$ cat src/rtl/perm_eng_pkg.sv
// Shared types and constants of the permutation engine.
package perm_eng_pkg;

  localparam int MAX_ELEMENTS = 64;
  localparam int IDX_W        = $clog2(MAX_ELEMENTS);
  localparam int SIZE_W       = IDX_W + 1;

  localparam logic [2:0] OP_LOAD_METHOD = 3'd0;
  localparam logic [2:0] OP_LOAD_PACK   = 3'd1;
  localparam logic [2:0] OP_COMPOSE     = 3'd2;
  localparam logic [2:0] OP_INVERSE     = 3'd3;
  localparam logic [2:0] OP_POWER       = 3'd4;
  localparam logic [2:0] OP_ORDER       = 3'd5;

  localparam logic [1:0] ST_OK         = 2'd0;
  localparam logic [1:0] ST_METHOD_BAD = 2'd1;
  localparam logic [1:0] ST_PACK_BAD   = 2'd2;

  typedef struct packed {
    logic [2:0]         opcode;
    logic [5:0]         entry_index;
    logic [7:0]         entry_value;
    logic signed [31:0] exponent;
  } in_item_t;

  typedef struct packed {
    logic [6:0]  element;
    logic [5:0]  out_index;
    logic [31:0] order_value;
    logic [1:0]  status;
    logic        last;
  } out_item_t;

endpackage

$ cat src/rtl/permutation_engine.sv
// Permutation engine: table loads, permutation check, compose, inverse, power, order.
//
// A transaction is accepted when start is high and busy is low. Load opcodes leave the
// engine idle, so loads may follow each other every cycle. A command first checks its
// tables, then works: compose emits one result per element, inverse builds the deck.
// Power and order walk each cycle of the method permutation through its memory and then
// run a bit-serial remainder unit for each permutation cycle; power then rotates the
// cycle into the deck, order folds the length into a running lcm one multiple at a time.
// Decks are emitted from the work memory. Results appear on out_data for exactly one
// cycle with out_valid high and cannot be held off by the receiver; busy falls in the
// cycle in which the last result of a command is shown. All tables sit in synchronous
// memories with registered reads; unwritten entries read as undefined. perm_size is
// sampled when a command starts; write it only while busy is low.
module permutation_engine (
  input  logic                    clk,
  input  logic                    rst_n,
  input  logic                    start,
  output logic                    busy,
  input  perm_eng_pkg::in_item_t  in_data,
  output logic                    out_valid,
  output perm_eng_pkg::out_item_t out_data,
  input  logic                    cfg_we,
  input  logic [6:0]              cfg_wdata
);

  localparam int IW = perm_eng_pkg::IDX_W;
  localparam int SW = perm_eng_pkg::SIZE_W;
  localparam int ME = perm_eng_pkg::MAX_ELEMENTS;

  typedef enum logic [4:0] {
    S_IDLE, S_CHK_RD, S_CHK_EV, S_CMP_RD, S_CMP_PK, S_CMP_OUT,
    S_INV_RD, S_INV_WR, S_SCAN, S_WALK_RD, S_WALK_WR, S_DIV, S_LCM,
    S_ROT_Q, S_ROT_P, S_ROT_WR, S_EMIT_RD, S_EMIT_OUT
  } state_t;

  // memories
  logic [7:0]    method_mem [ME];
  logic [7:0]    pack_mem   [ME];
  logic [6:0]    work_mem   [ME];
  logic [IW-1:0] scratch_mem[ME];
  logic [7:0]    method_rd, pack_rd;
  logic [6:0]    work_rd;
  logic [IW-1:0] scratch_rd;
  logic [IW-1:0] method_ra, pack_ra, scratch_ra, work_wa;
  logic          work_we, scratch_we;
  logic [6:0]    work_wd;

  state_t                  state_r, state_nxt;
  logic [6:0]              perm_size_r, perm_size_nxt;
  logic [2:0]              op_r, op_nxt;
  logic [SW-1:0]           n_r, n_nxt;
  logic [IW-1:0]           nlast_r, nlast_nxt;
  logic                    neg_r, neg_nxt;
  logic [31:0]             mag_r, mag_nxt;
  logic                    chk_pack_r, chk_pack_nxt;
  logic [IW-1:0]           idx_r, idx_nxt;
  logic [ME-1:0]           mark_r, mark_nxt;
  logic [IW-1:0]           start_r, start_nxt;
  logic [IW-1:0]           walk_r, walk_nxt;
  logic [SW-1:0]           len_r, len_nxt;
  logic [31:0]             div_q_r, div_q_nxt;
  logic [4:0]              div_cnt_r, div_cnt_nxt;
  logic [SW-1:0]           rem_r, rem_nxt;
  logic [31:0]             lcm_r, lcm_nxt;
  logic [31:0]             m_r, m_nxt;
  logic [SW-1:0]           r_r, r_nxt;
  logic [IW-1:0]           p_r, p_nxt;
  logic [IW-1:0]           q_r, q_nxt;
  logic [IW-1:0]           rotv_r, rotv_nxt;
  logic                    out_valid_r, out_valid_nxt;
  perm_eng_pkg::out_item_t out_r, out_nxt;

  logic          accept, ld_method, ld_pack;
  logic [SW-1:0] n_eff;
  logic [7:0]    chk_v;
  logic [IW-1:0] chk_slot, walk_next;
  logic          chk_bad;
  logic [SW:0]   div_t, div_sub, r_sum;
  logic [SW-1:0] div_rem, r_new, pow_s;
  logic [31:0]   m_sum;

  assign accept    = start && (state_r == S_IDLE);
  assign ld_method = accept && (in_data.opcode == perm_eng_pkg::OP_LOAD_METHOD);
  assign ld_pack   = accept && (in_data.opcode == perm_eng_pkg::OP_LOAD_PACK);

  assign busy      = (state_r != S_IDLE);
  assign out_valid = out_valid_r;
  assign out_data  = out_r;

  // clamp the size register into 1..MAX_ELEMENTS
  always_comb begin
    if (perm_size_r == 7'd0) begin
      n_eff = SW'(1);
    end else if (perm_size_r > 7'(ME)) begin
      n_eff = SW'(ME);
    end else begin
      n_eff = SW'(perm_size_r);
    end
  end

  // table check datapath
  assign chk_v    = chk_pack_r ? pack_rd : method_rd;
  assign chk_slot = chk_v[IW-1:0] - IW'(1);
  assign chk_bad  = (chk_v == 8'd0) || (chk_v > 8'(n_r)) || mark_r[chk_slot];

  assign walk_next = method_rd[IW-1:0] - IW'(1);

  // one restoring step of the remainder unit
  assign div_t   = {rem_r, div_q_r[31]};
  assign div_sub = div_t - {1'b0, len_r};
  assign div_rem = (div_t >= {1'b0, len_r}) ? div_sub[SW-1:0] : div_t[SW-1:0];
  assign pow_s   = (neg_r && div_rem != '0) ? (len_r - div_rem) : div_rem;

  // one step of the lcm search
  assign r_sum = {1'b0, r_r} + {1'b0, rem_r};
  assign r_new = (r_sum >= {1'b0, len_r}) ? SW'(r_sum - {1'b0, len_r}) : r_sum[SW-1:0];
  assign m_sum = m_r + lcm_r;

  // memory addressing
  assign method_ra  = (state_r == S_WALK_RD) ? walk_r : idx_r;
  assign pack_ra    = (state_r == S_CMP_PK) ? (method_rd[IW-1:0] - IW'(1)) : idx_r;
  assign scratch_ra = (state_r == S_ROT_Q) ? q_r : p_r;

  always_comb begin
    work_we = 1'b0;
    work_wa = method_rd[IW-1:0] - IW'(1);
    work_wd = 7'(idx_r) + 7'd1;
    if (state_r == S_INV_WR) begin
      work_we = 1'b1;
    end else if (state_r == S_ROT_WR) begin
      work_we = 1'b1;
      work_wa = scratch_rd;
      work_wd = 7'(rotv_r) + 7'd1;
    end
  end
  assign scratch_we = (state_r == S_WALK_WR);

  always_ff @(posedge clk) begin
    if (ld_method) begin
      method_mem[in_data.entry_index] <= in_data.entry_value;
    end
    method_rd <= method_mem[method_ra];
  end

  always_ff @(posedge clk) begin
    if (ld_pack) begin
      pack_mem[in_data.entry_index] <= in_data.entry_value;
    end
    pack_rd <= pack_mem[pack_ra];
  end

  always_ff @(posedge clk) begin
    if (work_we) begin
      work_mem[work_wa] <= work_wd;
    end
    work_rd <= work_mem[idx_r];
  end

  always_ff @(posedge clk) begin
    if (scratch_we) begin
      scratch_mem[len_r[IW-1:0]] <= walk_r;
    end
    scratch_rd <= scratch_mem[scratch_ra];
  end

  // sequencer
  always_comb begin
    state_nxt     = state_r;
    perm_size_nxt = cfg_we ? cfg_wdata : perm_size_r;
    op_nxt        = op_r;
    n_nxt         = n_r;
    nlast_nxt     = nlast_r;
    neg_nxt       = neg_r;
    mag_nxt       = mag_r;
    chk_pack_nxt  = chk_pack_r;
    idx_nxt       = idx_r;
    mark_nxt      = mark_r;
    start_nxt     = start_r;
    walk_nxt      = walk_r;
    len_nxt       = len_r;
    div_q_nxt     = div_q_r;
    div_cnt_nxt   = div_cnt_r;
    rem_nxt       = rem_r;
    lcm_nxt       = lcm_r;
    m_nxt         = m_r;
    r_nxt         = r_r;
    p_nxt         = p_r;
    q_nxt         = q_r;
    rotv_nxt      = rotv_r;
    out_valid_nxt = 1'b0;
    out_nxt       = out_r;

    case (state_r)
      S_IDLE: begin
        if (accept && in_data.opcode inside {[perm_eng_pkg::OP_COMPOSE:
                                               perm_eng_pkg::OP_ORDER]}) begin
          op_nxt       = in_data.opcode;
          n_nxt        = n_eff;
          nlast_nxt    = IW'(n_eff - SW'(1));
          neg_nxt      = in_data.exponent[31];
          mag_nxt      = in_data.exponent[31] ? (32'd0 - in_data.exponent)
                                              : in_data.exponent;
          chk_pack_nxt = (in_data.opcode == perm_eng_pkg::OP_COMPOSE);
          idx_nxt      = '0;
          mark_nxt     = '0;
          state_nxt    = S_CHK_RD;
        end
      end

      S_CHK_RD: begin
        state_nxt = S_CHK_EV;
      end

      S_CHK_EV: begin
        if (chk_bad) begin
          out_valid_nxt = 1'b1;
          out_nxt       = '0;
          out_nxt.status = chk_pack_r ? perm_eng_pkg::ST_PACK_BAD
                                      : perm_eng_pkg::ST_METHOD_BAD;
          out_nxt.last  = 1'b1;
          state_nxt     = S_IDLE;
        end else begin
          mark_nxt[chk_slot] = 1'b1;
          idx_nxt            = idx_r + IW'(1);
          state_nxt          = S_CHK_RD;
          if (idx_r == nlast_r) begin
            idx_nxt  = '0;
            mark_nxt = '0;
            if (chk_pack_r) begin
              chk_pack_nxt = 1'b0;
            end else begin
              case (op_r)
                perm_eng_pkg::OP_COMPOSE: state_nxt = S_CMP_RD;
                perm_eng_pkg::OP_INVERSE: state_nxt = S_INV_RD;
                default: begin
                  lcm_nxt   = 32'd1;
                  state_nxt = S_SCAN;
                end
              endcase
            end
          end
        end
      end

      S_CMP_RD:  state_nxt = S_CMP_PK;
      S_CMP_PK:  state_nxt = S_CMP_OUT;
      S_CMP_OUT: begin
        out_valid_nxt     = 1'b1;
        out_nxt           = '0;
        out_nxt.element   = pack_rd[6:0];
        out_nxt.out_index = idx_r;
        out_nxt.last      = (idx_r == nlast_r);
        idx_nxt           = idx_r + IW'(1);
        state_nxt         = (idx_r == nlast_r) ? S_IDLE : S_CMP_RD;
      end

      S_INV_RD: state_nxt = S_INV_WR;
      S_INV_WR: begin
        idx_nxt   = idx_r + IW'(1);
        state_nxt = S_INV_RD;
        if (idx_r == nlast_r) begin
          idx_nxt   = '0;
          state_nxt = S_EMIT_RD;
        end
      end

      S_SCAN: begin
        if (mark_r[idx_r]) begin
          idx_nxt = idx_r + IW'(1);
          if (idx_r == nlast_r) begin
            idx_nxt = '0;
            if (op_r == perm_eng_pkg::OP_ORDER) begin
              out_valid_nxt       = 1'b1;
              out_nxt             = '0;
              out_nxt.order_value = lcm_r;
              out_nxt.last        = 1'b1;
              state_nxt           = S_IDLE;
            end else begin
              state_nxt = S_EMIT_RD;
            end
          end
        end else begin
          start_nxt = idx_r;
          walk_nxt  = idx_r;
          len_nxt   = '0;
          state_nxt = S_WALK_RD;
        end
      end

      S_WALK_RD: state_nxt = S_WALK_WR;
      S_WALK_WR: begin
        mark_nxt[walk_r] = 1'b1;
        len_nxt          = len_r + SW'(1);
        walk_nxt         = walk_next;
        if (walk_next == start_r) begin
          div_q_nxt   = (op_r == perm_eng_pkg::OP_ORDER) ? lcm_r : mag_r;
          div_cnt_nxt = '0;
          rem_nxt     = '0;
          state_nxt   = S_DIV;
        end else begin
          state_nxt = S_WALK_RD;
        end
      end

      S_DIV: begin
        rem_nxt     = div_rem;
        div_q_nxt   = {div_q_r[30:0], 1'b0};
        div_cnt_nxt = div_cnt_r + 5'd1;
        if (div_cnt_r == 5'd31) begin
          if (op_r == perm_eng_pkg::OP_ORDER) begin
            r_nxt     = div_rem;
            m_nxt     = lcm_r;
            state_nxt = (div_rem == '0) ? S_SCAN : S_LCM;
          end else begin
            p_nxt     = '0;
            q_nxt     = pow_s[IW-1:0];
            state_nxt = S_ROT_Q;
          end
        end
      end

      S_LCM: begin
        m_nxt = m_sum;
        r_nxt = r_new;
        if (r_new == '0) begin
          lcm_nxt   = m_sum;
          state_nxt = S_SCAN;
        end
      end

      S_ROT_Q: state_nxt = S_ROT_P;
      S_ROT_P: begin
        rotv_nxt  = scratch_rd;
        state_nxt = S_ROT_WR;
      end
      S_ROT_WR: begin
        p_nxt     = p_r + IW'(1);
        q_nxt     = (SW'(q_r) + SW'(1) == len_r) ? '0 : q_r + IW'(1);
        state_nxt = (SW'(p_r) + SW'(1) == len_r) ? S_SCAN : S_ROT_Q;
      end

      S_EMIT_RD: state_nxt = S_EMIT_OUT;
      S_EMIT_OUT: begin
        out_valid_nxt     = 1'b1;
        out_nxt           = '0;
        out_nxt.element   = work_rd;
        out_nxt.out_index = idx_r;
        out_nxt.last      = (idx_r == nlast_r);
        idx_nxt           = idx_r + IW'(1);
        state_nxt         = (idx_r == nlast_r) ? S_IDLE : S_EMIT_RD;
      end

      default: state_nxt = S_IDLE;
    endcase
  end

  always_ff @(posedge clk) begin
    if (!rst_n) begin
      state_r     <= S_IDLE;
      perm_size_r <= 7'd64;
      out_valid_r <= 1'b0;
    end else begin
      state_r     <= state_nxt;
      perm_size_r <= perm_size_nxt;
      out_valid_r <= out_valid_nxt;
    end
    op_r       <= op_nxt;
    n_r        <= n_nxt;
    nlast_r    <= nlast_nxt;
    neg_r      <= neg_nxt;
    mag_r      <= mag_nxt;
    chk_pack_r <= chk_pack_nxt;
    idx_r      <= idx_nxt;
    mark_r     <= mark_nxt;
    start_r    <= start_nxt;
    walk_r     <= walk_nxt;
    len_r      <= len_nxt;
    div_q_r    <= div_q_nxt;
    div_cnt_r  <= div_cnt_nxt;
    rem_r      <= rem_nxt;
    lcm_r      <= lcm_nxt;
    m_r        <= m_nxt;
    r_r        <= r_nxt;
    p_r        <= p_nxt;
    q_r        <= q_nxt;
    rotv_r     <= rotv_nxt;
    out_r      <= out_nxt;
  end

endmodule
$ cat config.mk
export PLATFORM = sky130hd
export DESIGN_NAME = permutation_engine
export DESIGN_NICKNAME = d
export VERILOG_FILES = /design/src/rtl/perm_eng_pkg.sv /design/src/rtl/permutation_engine.sv
export SDC_FILE = /design/constraint.sdc
export NUM_CORES = 2
export LEC_CHECK = 0
export ABC_AREA = 1
export CAP_MARGIN = 15
export CORE_MARGIN = 5
export CORE_UTILIZATION = 58
export CTS_CLUSTER_SIZE = 40
export DETAILED_ROUTE_END_ITERATION = 6
export DONT_BUFFER_PORTS = 1
export HOLD_SLACK_MARGIN = 0.12
export PLACE_DENSITY = 0.76
export SLEW_MARGIN = 30
export SYNTH_ARGS = -nofsm -noshare
export SYNTH_HDL_FRONTEND = slang
export SYNTH_SLANG_ARGS = --single-unit
$ cat constraint.sdc
create_clock -name clk -period 7.95 [get_ports clk]
set_clock_uncertainty 0.05 [all_clocks]
set_input_delay 1.59 -clock clk [delete_from_list [all_inputs] [get_ports clk]]
set_output_delay 1.59 -clock clk [all_outputs]
set_load 0.05 [all_outputs]
==> flow_metrics.env <==
export IMPL_syn_nets=8234
export IMPL_layout_worst_path_cycle_share_pct=64.3
export IMPL_final_common_cell="edfxtp_1"
export IMPL_r2r_end="lcm_r[4]$_SDFFCE_PN0P_"
export IMPL_worstSetupStartpointType="register"
export IMPL_cts_buffers=211
export IMPL_crit_family="compound AO/OA/AOI/OAI gates"
export IMPL_grt_antenna_before_repair=7
export IMPL_relSlewSlack_pct=29.9
export IMPL_ir_worst_vdd_v=0.000263
export IMPL_cts_buffer_depth=3
export IMPL_setup_viol=0
export IMPL_cap_violations=0
export IMPL_synth_cell_types=59
export IMPL_cpMostUsedCell="nand3_1"
export IMPL_power_density_nw_per_um2=281
export IMPL_path_max_fanout=19
export IMPL_vias_per_cell=6.43
export IMPL_grt_max_degree=197
export IMPL_reg2reg_slack_ns=2.84
export IMPL_syn_inst=8094
export IMPL_syn_area_per_cell_um2=11.7
export IMPL_hold_path_depth=2
export IMPL_finalHoldViolations=0
export IMPL_r2r_start="rem_r[0]$_SDFFCE_PN0P_"
export IMPL_clk_pin_slew_ns=0.06
export IMPL_cts_tree="yes"
export IMPL_p_leak_nw=34.2
export IMPL_rsz0062_at_grt="no"
export IMPL_grtUsageTotal_pct=28.1
export IMPL_synth_async_sr_flop_share_pct=0
export IMPL_cpPeakStageDelay_ns=0.61
export IMPL_r2r_cells=18
export IMPL_fin_crit_ns=5.11
export IMPL_synth_seq_cells=2218
export IMPL_worst_pin_slew_ns=1.04
export IMPL_maxSlewViolCount=0
export IMPL_final_nets=8054
export IMPL_ys_warn_count=0
export IMPL_gp_congestion=0.940
export IMPL_outcome="finished, violations left"
export IMPL_grt_pass1_wl_mm=376
export IMPL_ys_seq_area_share_pct=69.8
export IMPL_vias=66100
export IMPL_fmax_mhz=196
export IMPL_ant_nets=0
export IMPL_drt_iter0_drc=9305
export IMPL_path_class="reg2reg"
export IMPL_die_x_um=414
export IMPL_drt_pass1_iterations=7
export IMPL_crit_buf_inv=3
export IMPL_holdCritPathClass="reg2reg"
export IMPL_path_cells="ha_1, fa_1, nand3_1, nand2_1, xnor2_1, inv_1, ha_1, nand2_1, inv_1, nand3_1, nand3_1, nand2_1, nand3_2, o21ai_0, nand3_1, o21ai_0, a21boi_4, buf_4"
export IMPL_slowest_stage="o21ai_0"
export IMPL_die_area_um2=172000
export IMPL_critPathCaptureType="register"
export IMPL_violations="DRC"
export IMPL_nFillCells=11800
export IMPL_drc_errors=2
export IMPL_syn_cell_area_um2=94900
export IMPL_die_h_um=414
export IMPL_clk_latency_ns=0.85
export IMPL_worstPathArrival_ns=5.57
export IMPL_routedWlPerCell_um=24.4
export IMPL_p_total_mw=29.1
export IMPL_num_rows=148
export IMPL_root_buffer="clkbuf_16"
export IMPL_htreeDepth=4
export IMPL_hpwl_mm=149
export IMPL_cts_hold_buf=0
export IMPL_wirelength_mm=250
export IMPL_post_cts_buffers=0
export IMPL_io_pins=110
export IMPL_grt_pass1_vias=61400
export IMPL_start_util_pct=58.3
export IMPL_coreArea_um2=163000
export IMPL_overflow=0
export IMPL_crit_required_ns=8.40
export IMPL_drive_gt1_share_pct=5.93
export IMPL_ys_flop_type="edfxtp_1"
export IMPL_cts_resized=0
export IMPL_layout_common_cells="2176 x edfxtp_1, 1483 x nor2_1, 1207 x o21ai_0, 720 x nand2_1, 310 x inv_1"
export IMPL_final_core_util_pct=63.6
export IMPL_syn_to_final_growth_pct=9.11
export IMPL_hold_start="perm_size_r[1]$_SDFFE_PN0P_"
export IMPL_synth_edf_count=2176
export IMPL_clkSinkCount=2218
export IMPL_io_buffers=0
export IMPL_setup_tns_ns=0
export IMPL_min_to="perm_size_r[1]$_SDFFE_PN0P_"
==> routing by layer <==
metal	track usage (%)	vias to the layer above	wire length, µm
met1	39.6	32000	95300
met5	0	-	40
met3	5.27	621	27400
met2	44.4	4160	118000
li1	-	29300	-
met4	10.2	8	9920
==> cells in the mapped netlist, drive strengths merged, types with 34 or more instances <==
master  count  area (µm²)
a21oi     209        1050
a31oi      34         213
buf       135         726
clkbuf    351        1320
dfxtp      42         841
edfxtp   2176       65300
ha         75         938
inv       330        1240
nand2     727        2740
nand3     295        1510
nor2     1489        5600
nor3       64         325
o211ai    189        1420
o21ai    1280        6440
o221ai    178        1560
o22ai     301        1880
xor2       49         429
==> worst register-to-register path: stages, from the launching register on <==
cell and delay [ns]:
edfxtp_1 0.47, ha_1 0.29, fa_1 0.44, nand3_1 0.11
nand2_1 0.08, xnor2_1 0.18, inv_1 0.09, ha_1 0.35
nand2_1 0.09, inv_1 0.06, nand3_1 0.09, nand3_1 0.11
nand2_1 0.10, nand3_2 0.18, o21ai_0 0.34, nand3_1 0.14
o21ai_0 0.61, a21boi_4 0.61, buf_4 0.40
==> sequential cells by signal, summed over array words and instances (netlist names), 8 cells and up <==
register	cells
method_rd	8
div_q_r	32
mag_r	32
pack_rd	8
mark_r	64
out_data	48
method_mem	512
lcm_r	32
scratch_mem	384
m_r	32
pack_mem	512
work_mem	448
==> worst max path at each step <==
stage                           start                endpoint  cells past startpoint
4_1_cts        rem_r[0]$_SDFFCE_PN0P_  lcm_r[0]$_SDFFCE_PN1P_                     18
2_1_floorplan             in_data[47]     mark_r[0]$_DFFE_PP_                      7
6_report       rem_r[0]$_SDFFCE_PN0P_  lcm_r[4]$_SDFFCE_PN0P_                     18
3_5_place_dp   rem_r[0]$_SDFFCE_PN0P_  lcm_r[3]$_SDFFCE_PN0P_                     18
5_1_grt        rem_r[0]$_SDFFCE_PN0P_  lcm_r[0]$_SDFFCE_PN1P_                     18
3_3_place_gp   rem_r[0]$_SDFFCE_PN0P_  lcm_r[3]$_SDFFCE_PN0P_                     20
==> cell type report <==
cell class	count	area, µm²	area share (%)
Antenna cell	3	7.51	0.00725
Clock buffer	276	5660	5.47
Clock inverter	120	1180	1.14
Inverter	336	1280	1.24
Multi-Input combinational cell	5054	25700	24.8
Sequential cell	2218	66200	63.9
Tap cell	2175	2720	2.63
Timing Repair Buffer	93	792	0.765
==> through the flow <==
stage | setup slack [ns] | hold WS [ns] | cells | area, µm²
after detailed placement | 2.92 | 0.440 | 9874 | 96600
after CTS | 2.90 | 0.450 | 10300 | 103000
final | 2.84 | 0.448 | 10300 | 104000
after global routing | 2.50 | 0.480 | 10300 | 104000
after global placement | 3.13 | 0.418 | 9874 | 96600
after floorplan | 0.0223 | 0.350 | 8094 | 94900
==> kinds of logic (layout without fill, tap and decap cells) <==
family,count (synthesis),after routing,synth area share (%)
AND/OR/NAND/NOR,2643,2643,11.2
XOR/XNOR,75,75,0.692
adder cells (fa/ha/maj),80,80,1.09
other,0,3,0
buffers and inverters,822,825,3.49
multiplexers,2,2,0.0211
flip-flops,2218,2218,69.8
AO/OA/AOI/OAI,2254,2254,13.8
==> where the power goes <==
part | switching, mW | total (mW) | internal (mW)
Sequential | 0.284 | 13.6 | 13.3
Combinational | 4.22 | 5.63 | 1.41
Clock | 4.31 | 9.92 | 5.61
Note: power is estimated with default switching activity, not from simulation.
